## config.mk

```make
export PLATFORM = sky130hd
export DESIGN_NAME = frame_jank_tracker_unit
export DESIGN_NICKNAME = d
export VERILOG_FILES = /design/src/hw/rtl/fjt_pkg.sv /design/src/hw/rtl/fjt_front.sv /design/src/hw/rtl/fjt_queue.sv /design/src/hw/rtl/fjt_divider.sv /design/src/hw/rtl/fjt_back.sv /design/src/hw/rtl/frame_jank_tracker_unit.sv
export SDC_FILE = /design/constraint.sdc
export NUM_CORES = 2
export LEC_CHECK = 0
export BUFFER_PORTS_ARGS = -buffer_cell sky130_fd_sc_hd__clkbuf_2
export CAP_MARGIN = 20
export CORE_MARGIN = 2
export CORE_UTILIZATION = 40
export CTS_CLUSTER_SIZE = 8
export DETAILED_ROUTE_END_ITERATION = 8
export PLACE_DENSITY = 0.52
export SLEW_MARGIN = 20
export SYNTH_ARGS = -nofsm -noshare
export SYNTH_HDL_FRONTEND = slang
export SYNTH_HIERARCHICAL = 1
export SYNTH_SLANG_ARGS = --single-unit
```

## constraint.sdc

```tcl
create_clock -name aclk -period 13.18 [get_ports aclk]
set_input_delay 0 -clock aclk [delete_from_list [all_inputs] [get_ports aclk]]
set_output_delay 0 -clock aclk [all_outputs]
set_load 0.01 [all_outputs]
```

## src/hw/rtl/fjt_pkg.sv

```systemverilog
// Shared types, constants and codes of the frame jank tracker.
// Used by every module of the block; depends on nothing.
package fjt_pkg;

    localparam int WINDOW_FRAMES = 64;

    localparam int TIME_W   = 48;
    localparam int PERIOD_W = 20;
    localparam int WIN_W    = 11;
    localparam int CNT_W    = 32;
    localparam int PCT_W    = 7;
    localparam int PROD_W   = CNT_W + PCT_W;

    localparam int DIV_N_W   = TIME_W + 1;
    localparam int DIV_D_W   = CNT_W;
    localparam int DIV_STEPS = DIV_N_W;
    localparam int DIV_CNT_W = $clog2(DIV_STEPS + 1);

    localparam int QUEUE_DEPTH = 4;
    localparam int QUEUE_AW    = $clog2(QUEUE_DEPTH);

    localparam int IN_TDATA_W  = 168;
    localparam int OUT_TDATA_W = 136;

    localparam int PCT_SCALE = 100;
    localparam logic [PCT_W-1:0] PCT_MAX = 7'd100;

    localparam logic [1:0] CMD_FRAME  = 2'd0;
    localparam logic [1:0] CMD_SCROLL = 2'd1;
    localparam logic [1:0] CMD_FLUSH  = 2'd2;

    localparam logic [1:0] KIND_VERDICT = 2'd0;
    localparam logic [1:0] KIND_WINDOW  = 2'd1;
    localparam logic [1:0] KIND_SCROLL  = 2'd2;
    localparam logic [1:0] KIND_REJECT  = 2'd3;

    typedef enum logic [1:0] {
        OP_FRAME  = 2'd0,
        OP_REJECT = 2'd1,
        OP_SCROLL = 2'd2,
        OP_FLUSH  = 2'd3
    } op_t;

    typedef struct packed {
        op_t                   op;
        logic                  janky;
        logic                  avail;
        logic [DIV_N_W-1:0]    dividend;
        logic [PERIOD_W-1:0]   divisor;
    } op_entry_t;

    typedef struct packed {
        logic full;
        logic empty;
    } q_status_t;

    typedef struct packed {
        logic               start;
        logic [DIV_N_W-1:0] dividend;
        logic [DIV_D_W-1:0] divisor;
    } div_req_t;

    typedef struct packed {
        logic               busy;
        logic               done;
        logic [DIV_N_W-1:0] quotient;
    } div_res_t;

endpackage

```

## src/hw/rtl/fjt_front.sv

```systemverilog
// Front end: takes input transfers, checks frame timing, classifies the frame.
// Owns the previous present/input times; pushes operations to fjt_queue. Uses fjt_pkg.
module fjt_front (
    input  logic                             aclk,
    input  logic                             aresetn,
    input  logic                             s_tvalid,
    output logic                             s_tready,
    // first_input_time, last_input_time, present_time, vsync_period, zero pad
    input  logic [fjt_pkg::IN_TDATA_W-1:0]   s_tdata,
    // cmd
    input  logic [1:0]                       s_tuser,
    input  fjt_pkg::q_status_t               q_stat,
    output logic                             push,
    output fjt_pkg::op_entry_t               push_entry
);

    typedef enum logic [2:0] {
        F_IDLE  = 3'b001,
        F_CHECK = 3'b010,
        F_PUSH  = 3'b100
    } f_state_t;

    localparam int TW = fjt_pkg::TIME_W;
    localparam int PW = fjt_pkg::PERIOD_W;

    f_state_t f_state_reg, f_state_next;

    logic [1:0]     cmd_reg;
    logic [TW-1:0]  first_reg, last_reg, pres_reg;
    logic [PW-1:0]  period_reg;
    logic [TW-1:0]  prev_pres_reg, prev_pres_next;
    logic [TW-1:0]  prev_last_reg, prev_last_next;
    fjt_pkg::op_t   op_reg, op_next;
    logic [TW-1:0]  gap_reg;
    logic [TW:0]    diff_reg;
    logic [PW-1:0]  per_reg;

    logic           accept;
    logic           reject;
    logic [PW-1:0]  half;
    logic [PW:0]    limit;

    assign s_tready = (f_state_reg == F_IDLE);
    assign accept   = s_tvalid && s_tready;

    assign reject = (last_reg < first_reg) || (pres_reg <= last_reg) ||
                    (pres_reg <= prev_pres_reg);

    assign half  = {1'b0, per_reg[PW-1:1]};
    assign limit = {1'b0, per_reg} + {1'b0, half};

    always_comb begin
        f_state_next   = f_state_reg;
        prev_pres_next = prev_pres_reg;
        prev_last_next = prev_last_reg;
        op_next        = op_reg;
        push           = 1'b0;
        unique case (f_state_reg)
            F_IDLE: begin
                if (accept) begin
                    f_state_next = F_CHECK;
                end
            end
            F_CHECK: begin
                unique case (cmd_reg)
                    fjt_pkg::CMD_FRAME: begin
                        f_state_next = F_PUSH;
                        if (reject) begin
                            op_next = fjt_pkg::OP_REJECT;
                        end else begin
                            op_next        = fjt_pkg::OP_FRAME;
                            prev_pres_next = pres_reg;
                            prev_last_next = last_reg;
                        end
                    end
                    fjt_pkg::CMD_SCROLL: begin
                        op_next      = fjt_pkg::OP_SCROLL;
                        f_state_next = F_PUSH;
                    end
                    fjt_pkg::CMD_FLUSH: begin
                        op_next      = fjt_pkg::OP_FLUSH;
                        f_state_next = F_PUSH;
                    end
                    default: begin
                        f_state_next = F_IDLE;
                    end
                endcase
            end
            F_PUSH: begin
                if (!q_stat.full) begin
                    push         = 1'b1;
                    f_state_next = F_IDLE;
                end
            end
            default: begin
                f_state_next = F_IDLE;
            end
        endcase
    end

    always_comb begin
        push_entry.op       = op_reg;
        push_entry.janky    = (gap_reg > {{(TW-PW-1){1'b0}}, limit}) &&
                              (diff_reg[TW] ||
                               (diff_reg[TW-1:0] < {{(TW-PW-1){1'b0}}, limit}));
        push_entry.avail    = diff_reg[TW] ||
                              (diff_reg[TW-1:0] < {{(TW-PW-1){1'b0}}, limit});
        push_entry.dividend = {1'b0, gap_reg} + {{(TW+1-PW){1'b0}}, half};
        push_entry.divisor  = per_reg;
    end

    always_ff @(posedge aclk) begin
        if (!aresetn) begin
            f_state_reg   <= F_IDLE;
            prev_pres_reg <= '0;
            prev_last_reg <= '0;
            op_reg        <= fjt_pkg::OP_FRAME;
        end else begin
            f_state_reg   <= f_state_next;
            prev_pres_reg <= prev_pres_next;
            prev_last_reg <= prev_last_next;
            op_reg        <= op_next;
        end
    end

    always_ff @(posedge aclk) begin
        if (accept) begin
            cmd_reg    <= s_tuser;
            first_reg  <= s_tdata[TW-1:0];
            last_reg   <= s_tdata[2*TW-1:TW];
            pres_reg   <= s_tdata[3*TW-1:2*TW];
            period_reg <= s_tdata[3*TW+PW-1:3*TW];
        end
        if (f_state_reg == F_CHECK) begin
            gap_reg  <= pres_reg - prev_pres_reg;
            diff_reg <= {1'b0, first_reg} - {1'b0, prev_last_reg};
            per_reg  <= (period_reg == '0) ? {{(PW-1){1'b0}}, 1'b1} : period_reg;
        end
    end

endmodule

```

## src/hw/rtl/fjt_queue.sv

```systemverilog
// Short operation queue between the front end and the back end.
// Register-based FIFO of fjt_pkg::op_entry_t; uses fjt_pkg.
module fjt_queue (
    input  logic                aclk,
    input  logic                aresetn,
    input  logic                push,
    input  fjt_pkg::op_entry_t  push_entry,
    input  logic                pop,
    output fjt_pkg::op_entry_t  head,
    output fjt_pkg::q_status_t  stat
);

    localparam int AW = fjt_pkg::QUEUE_AW;

    fjt_pkg::op_entry_t entries [fjt_pkg::QUEUE_DEPTH];

    logic [AW-1:0] wr_ptr_reg, wr_ptr_next;
    logic [AW-1:0] rd_ptr_reg, rd_ptr_next;
    logic [AW:0]   count_reg, count_next;

    assign head       = entries[rd_ptr_reg];
    assign stat.full  = (count_reg == (AW+1)'(fjt_pkg::QUEUE_DEPTH));
    assign stat.empty = (count_reg == '0);

    always_comb begin
        wr_ptr_next = push ? wr_ptr_reg + 1'b1 : wr_ptr_reg;
        rd_ptr_next = pop ? rd_ptr_reg + 1'b1 : rd_ptr_reg;
        count_next  = count_reg;
        if (push && !pop) begin
            count_next = count_reg + 1'b1;
        end else if (pop && !push) begin
            count_next = count_reg - 1'b1;
        end
    end

    always_ff @(posedge aclk) begin
        if (!aresetn) begin
            wr_ptr_reg <= '0;
            rd_ptr_reg <= '0;
            count_reg  <= '0;
        end else begin
            wr_ptr_reg <= wr_ptr_next;
            rd_ptr_reg <= rd_ptr_next;
            count_reg  <= count_next;
        end
    end

    always_ff @(posedge aclk) begin
        if (push) begin
            entries[wr_ptr_reg] <= push_entry;
        end
    end

endmodule

```

## src/hw/rtl/fjt_divider.sv

```systemverilog
// Restoring divider, one quotient bit per cycle, shared by the back end.
// Request and result travel as fjt_pkg::div_req_t / div_res_t; uses fjt_pkg.
module fjt_divider (
    input  logic               aclk,
    input  logic               aresetn,
    input  fjt_pkg::div_req_t  req,
    output fjt_pkg::div_res_t  res
);

    localparam int NW = fjt_pkg::DIV_N_W;
    localparam int DW = fjt_pkg::DIV_D_W;
    localparam int CW = fjt_pkg::DIV_CNT_W;

    logic          busy_reg, busy_next;
    logic          done_reg, done_next;
    logic [CW-1:0] cnt_reg, cnt_next;
    logic [NW-1:0] quo_reg, quo_next;
    logic [DW-1:0] rem_reg, rem_next;
    logic [DW-1:0] dvs_reg, dvs_next;

    logic [DW:0]   trial;
    logic [DW:0]   diff;
    logic          ge;

    assign trial = {rem_reg, quo_reg[NW-1]};
    assign diff  = trial - {1'b0, dvs_reg};
    assign ge    = (trial >= {1'b0, dvs_reg});

    assign res.busy     = busy_reg;
    assign res.done     = done_reg;
    assign res.quotient = quo_reg;

    always_comb begin
        busy_next = busy_reg;
        done_next = done_reg;
        cnt_next  = cnt_reg;
        quo_next  = quo_reg;
        rem_next  = rem_reg;
        dvs_next  = dvs_reg;
        if (req.start) begin
            busy_next = 1'b1;
            done_next = 1'b0;
            cnt_next  = CW'(fjt_pkg::DIV_STEPS);
            quo_next  = req.dividend;
            rem_next  = '0;
            dvs_next  = req.divisor;
        end else if (busy_reg) begin
            quo_next = {quo_reg[NW-2:0], ge};
            rem_next = ge ? diff[DW-1:0] : trial[DW-1:0];
            cnt_next = cnt_reg - 1'b1;
            if (cnt_reg == CW'(1)) begin
                busy_next = 1'b0;
                done_next = 1'b1;
            end
        end
    end

    always_ff @(posedge aclk) begin
        if (!aresetn) begin
            busy_reg <= 1'b0;
            done_reg <= 1'b0;
            cnt_reg  <= '0;
        end else begin
            busy_reg <= busy_next;
            done_reg <= done_next;
            cnt_reg  <= cnt_next;
        end
    end

    always_ff @(posedge aclk) begin
        quo_reg <= quo_next;
        rem_reg <= rem_next;
        dvs_reg <= dvs_next;
    end

endmodule

```

## src/hw/rtl/fjt_back.sv

```systemverilog
// Back end: pops operations, divides, updates window and scroll counters,
// drives the registered result channel. Instantiates fjt_divider; uses fjt_pkg.
module fjt_back (
    input  logic                              aclk,
    input  logic                              aresetn,
    input  fjt_pkg::op_entry_t                q_head,
    input  fjt_pkg::q_status_t                q_stat,
    output logic                              q_pop,
    output logic                              m_tvalid,
    input  logic                              m_tready,
    // janky, frame_missed_vsyncs, counted_vsyncs, delayed_percent,
    // missed_vsyncs_sum, missed_vsyncs_max
    output logic [fjt_pkg::OUT_TDATA_W-1:0]   m_tdata,
    // kind
    output logic [1:0]                        m_tuser,
    output logic                              m_tlast
);

    typedef enum logic [4:0] {
        B_IDLE       = 5'b00001,
        B_DIV_FRAME  = 5'b00010,
        B_FRAME_OUT  = 5'b00100,
        B_WIN_OUT    = 5'b01000,
        B_DIV_SCROLL = 5'b10000
    } b_state_t;

    localparam int CW = fjt_pkg::CNT_W;
    localparam int WW = fjt_pkg::WIN_W;
    localparam int NW = fjt_pkg::DIV_N_W;
    localparam int PW = fjt_pkg::PCT_W;
    localparam int XW = fjt_pkg::PROD_W;

    function automatic logic [CW-1:0] sat32(input logic [NW-1:0] v);
        return (|v[NW-1:CW]) ? {CW{1'b1}} : v[CW-1:0];
    endfunction

    function automatic logic [CW-1:0] sat_add32(input logic [CW-1:0] a,
                                                input logic [CW-1:0] b);
        logic [CW:0] s;
        s = {1'b0, a} + {1'b0, b};
        return s[CW] ? {CW{1'b1}} : s[CW-1:0];
    endfunction

    b_state_t state_reg, state_next;

    fjt_pkg::op_t  cur_op_reg, cur_op_next;
    logic          cur_janky_reg, cur_janky_next;
    logic          cur_avail_reg, cur_avail_next;
    logic [CW-1:0] counted_reg, counted_next;
    logic [CW-1:0] miss_reg, miss_next;

    logic [WW-1:0] win_frames_reg, win_frames_next;
    logic [WW-1:0] win_delayed_reg, win_delayed_next;
    logic [CW-1:0] win_sum_reg, win_sum_next;
    logic [CW-1:0] win_max_reg, win_max_next;
    logic          scroll_open_reg, scroll_open_next;
    logic [CW-1:0] scroll_frames_reg, scroll_frames_next;
    logic [CW-1:0] scroll_delayed_reg, scroll_delayed_next;
    logic [CW-1:0] scroll_sum_reg, scroll_sum_next;
    logic [CW-1:0] scroll_max_reg, scroll_max_next;

    logic          m_valid_reg, m_valid_next;
    logic [1:0]    m_kind_reg;
    logic          m_last_reg;
    logic [fjt_pkg::OUT_TDATA_W-1:0] m_data_reg;

    fjt_pkg::div_req_t div_req;
    fjt_pkg::div_res_t div_res;

    logic          out_free;
    logic          out_load;
    logic [1:0]    out_kind;
    logic          out_last;
    logic          out_janky;
    logic [CW-1:0] out_fmiss, out_counted, out_sum, out_max;
    logic [PW-1:0] out_pct;

    logic [CW-1:0] mul_src;
    logic [XW-1:0] product;
    logic [PW-1:0] pct;
    logic [XW-1:0] win_quo;
    logic [PW-1:0] win_pct;
    logic [NW-1:0] total_m1;
    logic [WW-1:0] win_inc;
    logic          win_hit;
    logic [CW-1:0] sc_frames_base, sc_delayed_base, sc_sum_base, sc_max_base;

    fjt_divider u_div (
        .aclk    (aclk),
        .aresetn (aresetn),
        .req     (div_req),
        .res     (div_res)
    );

    assign out_free = !m_valid_reg || m_tready;
    assign mul_src  = (state_reg == B_WIN_OUT) ? {{(CW-WW){1'b0}}, win_delayed_reg}
                                               : scroll_delayed_reg;
    assign product  = {{PW{1'b0}}, mul_src} * XW'(fjt_pkg::PCT_SCALE);
    assign pct      = (div_res.quotient > {{(NW-PW){1'b0}}, fjt_pkg::PCT_MAX}) ?
                      fjt_pkg::PCT_MAX : div_res.quotient[PW-1:0];
    // window size is a power of two: the division is a shift
    assign win_quo  = product / XW'(fjt_pkg::WINDOW_FRAMES);
    assign win_pct  = (win_quo > {{(XW-PW){1'b0}}, fjt_pkg::PCT_MAX}) ?
                      fjt_pkg::PCT_MAX : win_quo[PW-1:0];
    assign total_m1 = div_res.quotient - {{(NW-1){1'b0}}, 1'b1};
    assign win_inc  = win_frames_reg + 1'b1;
    assign win_hit  = (win_inc == WW'(fjt_pkg::WINDOW_FRAMES));

    assign sc_frames_base  = scroll_open_reg ? scroll_frames_reg  : '0;
    assign sc_delayed_base = scroll_open_reg ? scroll_delayed_reg : '0;
    assign sc_sum_base     = scroll_open_reg ? scroll_sum_reg     : '0;
    assign sc_max_base     = scroll_open_reg ? scroll_max_reg     : '0;

    always_comb begin
        state_next          = state_reg;
        q_pop               = 1'b0;
        div_req.start       = 1'b0;
        div_req.dividend    = {{(NW-XW){1'b0}}, product};
        div_req.divisor     = scroll_frames_reg;
        cur_op_next         = cur_op_reg;
        cur_janky_next      = cur_janky_reg;
        cur_avail_next      = cur_avail_reg;
        counted_next        = counted_reg;
        miss_next           = miss_reg;
        win_frames_next     = win_frames_reg;
        win_delayed_next    = win_delayed_reg;
        win_sum_next        = win_sum_reg;
        win_max_next        = win_max_reg;
        scroll_open_next    = scroll_open_reg;
        scroll_frames_next  = scroll_frames_reg;
        scroll_delayed_next = scroll_delayed_reg;
        scroll_sum_next     = scroll_sum_reg;
        scroll_max_next     = scroll_max_reg;
        out_load            = 1'b0;
        out_kind            = fjt_pkg::KIND_VERDICT;
        out_last            = 1'b0;
        out_janky           = 1'b0;
        out_fmiss           = '0;
        out_counted         = '0;
        out_pct             = '0;
        out_sum             = '0;
        out_max             = '0;

        unique case (state_reg)
            B_IDLE: begin
                if (!q_stat.empty) begin
                    unique case (q_head.op)
                        fjt_pkg::OP_FRAME: begin
                            q_pop            = 1'b1;
                            div_req.start    = 1'b1;
                            div_req.dividend = q_head.dividend;
                            div_req.divisor  = {{(CW-fjt_pkg::PERIOD_W){1'b0}},
                                                q_head.divisor};
                            cur_janky_next   = q_head.janky;
                            cur_avail_next   = q_head.avail;
                            state_next       = B_DIV_FRAME;
                        end
                        fjt_pkg::OP_REJECT: begin
                            if (out_free) begin
                                q_pop    = 1'b1;
                                out_load = 1'b1;
                                out_kind = fjt_pkg::KIND_REJECT;
                                out_last = 1'b1;
                            end
                        end
                        fjt_pkg::OP_SCROLL, fjt_pkg::OP_FLUSH: begin
                            q_pop       = 1'b1;
                            cur_op_next = q_head.op;
                            if (scroll_open_reg && (scroll_frames_reg != '0)) begin
                                div_req.start = 1'b1;
                                state_next    = B_DIV_SCROLL;
                            end else begin
                                scroll_open_next    = (q_head.op == fjt_pkg::OP_SCROLL);
                                scroll_frames_next  = '0;
                                scroll_delayed_next = '0;
                                scroll_sum_next     = '0;
                                scroll_max_next     = '0;
                            end
                        end
                    endcase
                end
            end
            B_DIV_FRAME: begin
                if (div_res.done) begin
                    counted_next = cur_avail_reg ? sat32(div_res.quotient)
                                                 : {{(CW-1){1'b0}}, 1'b1};
                    miss_next    = cur_janky_reg ? sat32(total_m1) : '0;
                    state_next   = B_FRAME_OUT;
                end
            end
            B_FRAME_OUT: begin
                if (out_free) begin
                    out_load    = 1'b1;
                    out_kind    = fjt_pkg::KIND_VERDICT;
                    out_last    = !win_hit;
                    out_janky   = cur_janky_reg;
                    out_fmiss   = miss_reg;
                    out_counted = counted_reg;

                    scroll_open_next    = 1'b1;
                    scroll_frames_next  = sat_add32(sc_frames_base, {{(CW-1){1'b0}}, 1'b1});
                    scroll_delayed_next = sc_delayed_base;
                    scroll_sum_next     = sc_sum_base;
                    scroll_max_next     = sc_max_base;
                    if (cur_janky_reg) begin
                        scroll_delayed_next = sat_add32(sc_delayed_base,
                                                        {{(CW-1){1'b0}}, 1'b1});
                        scroll_sum_next     = sat_add32(sc_sum_base, miss_reg);
                        scroll_max_next     = (miss_reg > sc_max_base) ? miss_reg
                                                                       : sc_max_base;
                        win_delayed_next    = win_delayed_reg + 1'b1;
                        win_sum_next        = sat_add32(win_sum_reg, miss_reg);
                        win_max_next        = (miss_reg > win_max_reg) ? miss_reg
                                                                       : win_max_reg;
                    end
                    win_frames_next = win_hit ? '0 : win_inc;
                    state_next      = win_hit ? B_WIN_OUT : B_IDLE;
                end
            end
            B_WIN_OUT: begin
                if (out_free) begin
                    out_load         = 1'b1;
                    out_kind         = fjt_pkg::KIND_WINDOW;
                    out_last         = 1'b1;
                    out_pct          = win_pct;
                    out_sum          = win_sum_reg;
                    out_max          = win_max_reg;
                    win_delayed_next = '0;
                    win_sum_next     = '0;
                    win_max_next     = '0;
                    state_next       = B_IDLE;
                end
            end
            B_DIV_SCROLL: begin
                if (div_res.done && out_free) begin
                    out_load            = 1'b1;
                    out_kind            = fjt_pkg::KIND_SCROLL;
                    out_last            = 1'b1;
                    out_pct             = pct;
                    out_sum             = scroll_sum_reg;
                    out_max             = scroll_max_reg;
                    scroll_open_next    = (cur_op_reg == fjt_pkg::OP_SCROLL);
                    scroll_frames_next  = '0;
                    scroll_delayed_next = '0;
                    scroll_sum_next     = '0;
                    scroll_max_next     = '0;
                    state_next          = B_IDLE;
                end
            end
            default: begin
                state_next = B_IDLE;
            end
        endcase
    end

    always_comb begin
        if (out_load) begin
            m_valid_next = 1'b1;
        end else if (m_tready) begin
            m_valid_next = 1'b0;
        end else begin
            m_valid_next = m_valid_reg;
        end
    end

    always_ff @(posedge aclk) begin
        if (!aresetn) begin
            state_reg          <= B_IDLE;
            m_valid_reg        <= 1'b0;
            win_frames_reg     <= '1;
            win_delayed_reg    <= '0;
            win_sum_reg        <= '0;
            win_max_reg        <= '0;
            scroll_open_reg    <= 1'b0;
            scroll_frames_reg  <= '0;
            scroll_delayed_reg <= '0;
            scroll_sum_reg     <= '0;
            scroll_max_reg     <= '0;
        end else begin
            state_reg          <= state_next;
            m_valid_reg        <= m_valid_next;
            win_frames_reg     <= win_frames_next;
            win_delayed_reg    <= win_delayed_next;
            win_sum_reg        <= win_sum_next;
            win_max_reg        <= win_max_next;
            scroll_open_reg    <= scroll_open_next;
            scroll_frames_reg  <= scroll_frames_next;
            scroll_delayed_reg <= scroll_delayed_next;
            scroll_sum_reg     <= scroll_sum_next;
            scroll_max_reg     <= scroll_max_next;
        end
    end

    always_ff @(posedge aclk) begin
        cur_op_reg    <= cur_op_next;
        cur_janky_reg <= cur_janky_next;
        cur_avail_reg <= cur_avail_next;
        counted_reg   <= counted_next;
        miss_reg      <= miss_next;
        if (out_load) begin
            m_kind_reg <= out_kind;
            m_last_reg <= out_last;
            m_data_reg <= {out_max, out_sum, out_pct, out_counted, out_fmiss, out_janky};
        end
    end

    assign m_tvalid = m_valid_reg;
    assign m_tuser  = m_kind_reg;
    assign m_tlast  = m_last_reg;
    assign m_tdata  = m_data_reg;

`ifndef ASSERT_OFF
    a_pop_nonempty: assert property (@(posedge aclk) disable iff (!aresetn)
        q_pop |-> !q_stat.empty)
        else $error("queue popped while empty");

    a_div_free: assert property (@(posedge aclk) disable iff (!aresetn)
        div_req.start |-> !div_res.busy)
        else $error("divider restarted while busy");

    a_window_wrap: assert property (@(posedge aclk) disable iff (!aresetn)
        win_frames_reg != WW'(fjt_pkg::WINDOW_FRAMES))
        else $error("window frame count not wrapped");

    a_scroll_ratio: assert property (@(posedge aclk) disable iff (!aresetn)
        scroll_delayed_reg <= scroll_frames_reg)
        else $error("scroll delayed frames exceed frames");

    a_window_follows: assert property (@(posedge aclk) disable iff (!aresetn)
        (state_reg == B_FRAME_OUT) && out_load && !out_last |=> state_reg == B_WIN_OUT)
        else $error("window summary not scheduled after verdict");
`endif

endmodule

```

## src/hw/rtl/frame_jank_tracker_unit.sv

```systemverilog
// Top level of the frame jank tracker: front end, operation queue, back end.
// Depends on fjt_pkg, fjt_front, fjt_queue, fjt_back (which holds fjt_divider).
//
//  Channel | Ports            | tdata (low bit up)                        | tuser | tlast
//  --------+------------------+-------------------------------------------+-------+------
//  input   | s_tvalid/tready  | first_input_time, last_input_time,        | cmd   | -
//          |                  | present_time, vsync_period, pad to 168    |       |
//  result  | m_tvalid/tready  | janky, frame_missed_vsyncs, counted_vsyncs,| kind  | last
//          |                  | delayed_percent, missed_vsyncs_sum, _max  |       |
//
// The 49-step restoring divider sets the rate: each frame and each scroll summary waits for it,
// a frame that closes a window adds a window summary, and a rejection skips the divider.
// The front end takes a new transfer once the last one is pushed, until the 4-entry queue fills.
// Reset (aresetn low, synchronous) opens no scroll and clears all counters but the window frame count (all ones).
// A stalled result channel holds the back end; the front end keeps filling the queue.
module frame_jank_tracker_unit (
    input  logic                              aclk,
    input  logic                              aresetn,
    input  logic                              s_tvalid,
    output logic                              s_tready,
    // first_input_time, last_input_time, present_time, vsync_period, zero pad
    input  logic [fjt_pkg::IN_TDATA_W-1:0]    s_tdata,
    // cmd
    input  logic [1:0]                        s_tuser,
    output logic                              m_tvalid,
    input  logic                              m_tready,
    // janky, frame_missed_vsyncs, counted_vsyncs, delayed_percent,
    // missed_vsyncs_sum, missed_vsyncs_max
    output logic [fjt_pkg::OUT_TDATA_W-1:0]   m_tdata,
    // kind
    output logic [1:0]                        m_tuser,
    output logic                              m_tlast
);

    fjt_pkg::q_status_t q_stat;
    fjt_pkg::op_entry_t push_entry;
    fjt_pkg::op_entry_t q_head;
    logic               push;
    logic               q_pop;

    fjt_front u_front (
        .aclk       (aclk),
        .aresetn    (aresetn),
        .s_tvalid   (s_tvalid),
        .s_tready   (s_tready),
        .s_tdata    (s_tdata),
        .s_tuser    (s_tuser),
        .q_stat     (q_stat),
        .push       (push),
        .push_entry (push_entry)
    );

    fjt_queue u_queue (
        .aclk       (aclk),
        .aresetn    (aresetn),
        .push       (push),
        .push_entry (push_entry),
        .pop        (q_pop),
        .head       (q_head),
        .stat       (q_stat)
    );

    fjt_back u_back (
        .aclk     (aclk),
        .aresetn  (aresetn),
        .q_head   (q_head),
        .q_stat   (q_stat),
        .q_pop    (q_pop),
        .m_tvalid (m_tvalid),
        .m_tready (m_tready),
        .m_tdata  (m_tdata),
        .m_tuser  (m_tuser),
        .m_tlast  (m_tlast)
    );

endmodule
```

Word level (Yosys, flattened, before mapping)

Memory sizes are Yosys's and may differ from the RTL's. A register that Yosys moved wholly into a read port is not among the register bits.
Index checks and enable logic that the tools add are counted.

Register bits: 940
Bits in writable memories: 292
Memories kept: 1

$add $sub $neg: 17
Multipliers: 1
Magnitude comparators: 10
Equal/unequal tests: 30
Multiplexer cells: 111
Bitwise logic cells: 4
Reductions and logical operators: 45

Memories:

| name            | words | width | rd ports | clocked after Yosys merged registers in | write ports | RTL line        | RTL |
|---|---|---|---|---|---|---|---|
| u_queue.entries | 4     | 73    | 1        | 1                                       | 1           | fjt_queue.sv:15 | `fjt_pkg::op_entry_t entries [fjt_pkg::QUEUE_DEPTH];` |

Operator list:

| operator                                                        | count |
|---|---|
| two-way mux 32 bit                                              | 34 |
| case mux 32 bit (3 select lines)                                | 4 |
| case mux 32 bit (2 select lines)                                | 4 |
| two-way mux 82 bit                                              | 2 |
| two-way mux 49 bit                                              | 2 |
| less-or-equal comparator 48 bit                                 | 2 |
| two-way mux 81 bit                                              | 1 |
| adder 32 x 1 -> 33 bit (second input constant)                  | 2 |
| adder 32 x 32 -> 33 bit                                         | 2 |
| greater-than comparator 32 bit                                  | 2 |
| adder 48 x 19 -> 49 bit                                         | 1 |
| greater-than comparator 49 x 7 -> 1 bit (second input constant) | 1 |
| subtractor 48 x 48 -> 49 bit                                    | 1 |
| subtractor 49 x 1 -> 49 bit (second input constant)             | 1 |
| greater-than comparator 48 x 21 -> 1 bit                        | 1 |
| < comparator 48 x 21 -> 1 bit                                   | 1 |
| < comparator 48 bit                                             | 1 |
| subtractor 48 bit                                               | 1 |
| two-way mux 11 bit                                              | 4 |
| multiplier 32 x 5 -> 37 bit (second input constant)             | 1 |
| OR reduction 17 bit                                             | 2 |
| greater-or-equal comparator 33 x 32 -> 1 bit                    | 1 |
| greater-than comparator 33 x 7 -> 1 bit (second input constant) | 1 |
| nonzero test 32 bit                                             | 1 |
| other kinds (57)                                                | 145 |

Longest topological paths before layout

Depth in word-level cells: 9
Mapped depth: 24
Mapped depth without buffers: 20

Cells and area by module

Netlist, hierarchy kept.

By module, submodules not included:

| module      | times used | cells each | area each (um^2) | seq. area each (um^2) |
|---|---|---|---|---|
| fjt_back    | 1          | 3347       | 28855.2          | 10640.2 |
| fjt_front   | 1          | 2339       | 23611.4          | 10520.1 |
| fjt_queue   | 1          | 424        | 11053.1          | 8948.6 |
| fjt_divider | 1          | 682        | 6971.7           | 3233.1 |

Worst setup path before layout

No wires, ideal clock.

Path type: register to register
Start: register u_front.f_state_reg[2]
End: register u_front.prev_pres_reg[10]
Arrival: 9.859 ns
Data required time: 13.108 ns
Setup slack: 3.249 ns
Stages on the path, launching flop included: 9
Path buffers: 4
Clock period less this slack: 9.931 ns
Cell sequence: dfxtp_1 > clkbuf_1 > nor3_1 > nand2_1 > nor3_2 > buf_4 > buf_6 > buf_8 > mux2i_1

Cells in the longest elaborated chain, start to end: 2

Ends and longest elaborated chain:

| element                              | RTL line         | RTL |
|---|---|---|
| start, declared                      | fjt_front.sv:26  | `f_state_t f_state_reg, f_state_next;` |
| start signal, assigned               | fjt_front.sv:119 | `f_state_reg <= f_state_next;` |
| equality test 3 x 2 -> 1 bit         | fjt_front.sv:58  | `unique case (f_state_reg)` |
| AND reduction 3 bit (no source line) | n/a              |  |
| end signal, assigned                 | fjt_front.sv:120 | `prev_pres_reg <= prev_pres_next;` |
| end, declared                        | fjt_front.sv:31  | `logic [TW-1:0] prev_pres_reg, prev_pres_next;` |

No other way between the ends.
A chain may end at the register's enable or synchronous reset.

Worst setup path in the final report

Start: register u_back.state_reg[0]
End: register u_back.m_data_reg (netlist bit u_back/m_tdata[68]), data pin

Cells in the longest elaborated chain, start to end: 7

Ends and longest elaborated chain:

| element                                 | RTL line                        | RTL |
|---|---|---|
| start, declared                         | fjt_back.sv:44                  | `b_state_t state_reg, state_next;` |
| start signal, assigned                  | fjt_back.sv:280                 | `state_reg <= state_next;` |
| equality test 5 x 4 -> 1 bit            | fjt_back.sv:96, fjt_back.sv:144 |  |
| two-way mux 32 bit                      | fjt_back.sv:96                  | `assign mul_src = (state_reg == B_WIN_OUT) ? {{(CW-WW){1'b0}}, win_delayed_reg}` |
| multiplier 32 x 5 -> 37 bit             | fjt_back.sv:98                  | `assign product = {{PW{1'b0}}, mul_src} * XW'(fjt_pkg::PCT_SCALE);` |
| greater-than comparator 33 x 7 -> 1 bit | fjt_back.sv:103                 | `assign win_pct = (win_quo > {{(XW-PW){1'b0}}, fjt_pkg::PCT_MAX}) ?` |
| two-way mux 7 bit                       | fjt_back.sv:103                 |  |
| two-way mux 7 bit                       | fjt_back.sv:221                 | `if (out_free) begin` |
| case mux 7 bit (2 select lines) (*)     | fjt_back.sv:144                 | `unique case (state_reg)` |
| named net u_back.out_pct[3]             | fjt_back.sv:76                  | `logic [PW-1:0] out_pct;` |
| end signal, assigned                    | fjt_back.sv:303                 | `m_data_reg <= {out_max, out_sum, out_pct, out_counted, out_fmiss, out_janky};` |
| end, declared                           | fjt_back.sv:65                  | `logic [fjt_pkg::OUT_TDATA_W-1:0] m_data_reg;` |

The timed path passes the listed nets; every way through them passes the cells marked *.

==> qor.yml <==
final_cell_mix: "863 x edfxtp_1, 808 x nand2_1, 545 x ha_1, 483 x inv_1, 441 x a21oi_1"
setup_viol: 0
placementRows: 154
wirelength_mm: 197.0
hold_end: "u_back/m_tuser[1]"
die-width_um: 423.8
clk_pin_slew_ns: 0.06
p_sw_uw: 3413
vias: 52810
drcViolationCount: 0
cts_tree: "built"
hold_viol: 0
core_um2: 175500
cp_slowest_cell: "nor4_2"
die_h_um: 423.8
drive_above_1_share: 0.1041
wire_per_inst_um: 20.01
cp-start-kind: "flop"
holdWs_ns: 0.02854
critPathTopFamily: "simple AND/OR/NAND/NOR gates"
grt_first_pass_wirelength_mm: 305.4
timing.rr.start: "u_back/state_reg[0]"
largest_reg_flops: 292
insertion_delay_ns: 0.82
overflow: 0
regMostFlops: "u_queue/entries"
cts_setup_buffers: 0
top_usage_layer: "met2"
pin_count: 315
portBuffers: 310
tightest_slew_ns: 1.320
root_buffer: "clkbuf_16"
maxCapViolations: 0
path_cells: "or3_1 > or3_1 > buf_4 > mux2_2 > ha_1 > ha_1 > inv_1 > fa_1 > inv_1 > ha_1 > a21oi_1 > o21ai_1 > a21oi_1 > nand2_1 > a311oi_1 > xnor2_1 > nor4_1 > nand4_1 > nor4_2 > a22o_1"
layout_commonest_cell: "edfxtp_1"
p_int_uw: 7946
drtIter0Drc: 3579
grt_usage: 0.2168
placed_cells: 9196
crit_type: "flop to flop"
ctsResizeCount: 0
rsz0062_at_grt: "no"
post-route-period-util: 0.5277
outcome: "complete, no violations"
netlist_area_um2: 70480
switching_share: 0.3004
clock_path_buffers: 3
end_kind: "flop"
skew_ns: 0.03847
crit_arrival_ns: 7.62
drv_slew: 0
postLayoutCoreUtil: 0.4708
fmaxAchievable_mhz: 143.8
met3_usage: 0.02498
gr-usage-met1: 0.2807
grt_max_degree: 80
r2r_end: "u_back/m_tdata[68]"
viasPerCell: 5.364
final_cells: 9846
antenna_found_initial: 2
dp_hpwl_mm: 138.3
cts-buffers-inserted: 174
syn_inst: 6791
ir_worst_vdd_mv: 0.1254
cp-startpoint: "u_back/state_reg[0]"
worstHoldPathCells: 3
post-route-min-period_ns: 6.955
power.density_nw_per_um2: 137.5
syn-num-nets: 7542
reg2reg_depth: 20
r2r_setup_slack_ns: 6.22
clockPowerShare: 0.373
hp-class: "primary input to flop"
comb_power_share: 0.203
crit_path_max_fanout: 36
cts_sinks: 1234
grt_pass1_vias: 53130
tns_ns: 0
areaGrowthSynthToFinish_pct: 17.24
initial_core_util: 0.4015
critPathRequiredTime_ns: 13.85
gp_congestion: 0.9012
h-tree-depth: 4
ant_nets: 0
slew_headroom: 0.1091
worstHoldStart: "m_tready"
ys_warn_count: 6
fin_nets: 8119
dieArea_um2: 179600
p_seq_frac: 0.425
synth_area_per_cell_um2: 10.38
max_stage_delay_ns: 0.62
crit_top_cell: "ha_1"
grt_use_met2: 0.3731
cp_num_buf_inv: 3
drtPass1Iterations: 5
total_leakage_power_uw: 0.03226
## metrics by stage
stage | worst slack, ns | area (um^2) | total power [uW]
6_report | 6.225 | 82630 | 11360
4_1_cts | 6.271 | 82600 | 11490
5_1_grt | 5.990 | 82630 | 11910
3_5_place_dp | 6.337 | 74120 | 7128
3_3_place_gp | 6.331 | 74120 | 7107
2_1_floorplan | 3.249 | 70480 | 6423
## routing by layer
metal,vias up,routed length (um)
met5,-,0
met4,0,6595
met3,313,6980
met2,1106,95750
met1,25480,87660
li1,25910,-
## power groups by stage
stage / Combinational, uW / Clock [uW] / Sequential, uW
after global routing: 2540 / 4510 / 4860
after CTS: 2300 / 4350 / 4840
after detailed placement: 2220 / 0 / 4910
after floorplan: 1620 / 0 / 4810
after global placement: 2200 / 0 / 4910
final: 2300 / 4230 / 4820
## worst register-to-register path: cells and delay by family, from the launching register on
| family | cells | cell delay, ns |
|---|---|---|
| simple gates | 6 | 2.31 |
| fa+ha+maj | 4 | 1.58 |
| mux | 1 | 0.36 |
| buf+inv | 3 | 0.40 |
| xor+xnor | 1 | 0.23 |
| compound gates | 5 | 1.56 |
| flops | 1 | 0.38 |
## layout make-up
type	instances	area [um^2]
Clock buffer	295	4818
Antenna cell	2	5.005
Clock inverter	17	304.0
Tap cell	2340	2928
Multi-Input combinational cell	4766	34020
Timing Repair Buffer	705	5384
Fill cell	16120	92900
Inverter	487	1828
Sequential cell	1234	33350
## what timing repair did
item | CTS | global route
endpoints found under the hold margin | 255 | 0
hold buffers | 335 | 0
endpoints found under the setup margin | 0 | 0
## worst max-delay path by stage
stage | to | slack, ns | cells past startpoint
after floorplan | u_front/prev_pres_reg[10] | 3.25 | 8
after global placement | u_back/m_tdata[69] | 6.33 | 20
after global routing | u_back/m_tdata[68] | 5.99 | 20
final | u_back/m_tdata[68] | 6.22 | 20
after detailed placement | u_back/m_tdata[68] | 6.34 | 20
after CTS | u_back/m_tdata[68] | 6.27 | 20
No activity file was read; power rests on OpenSTA's default activity.
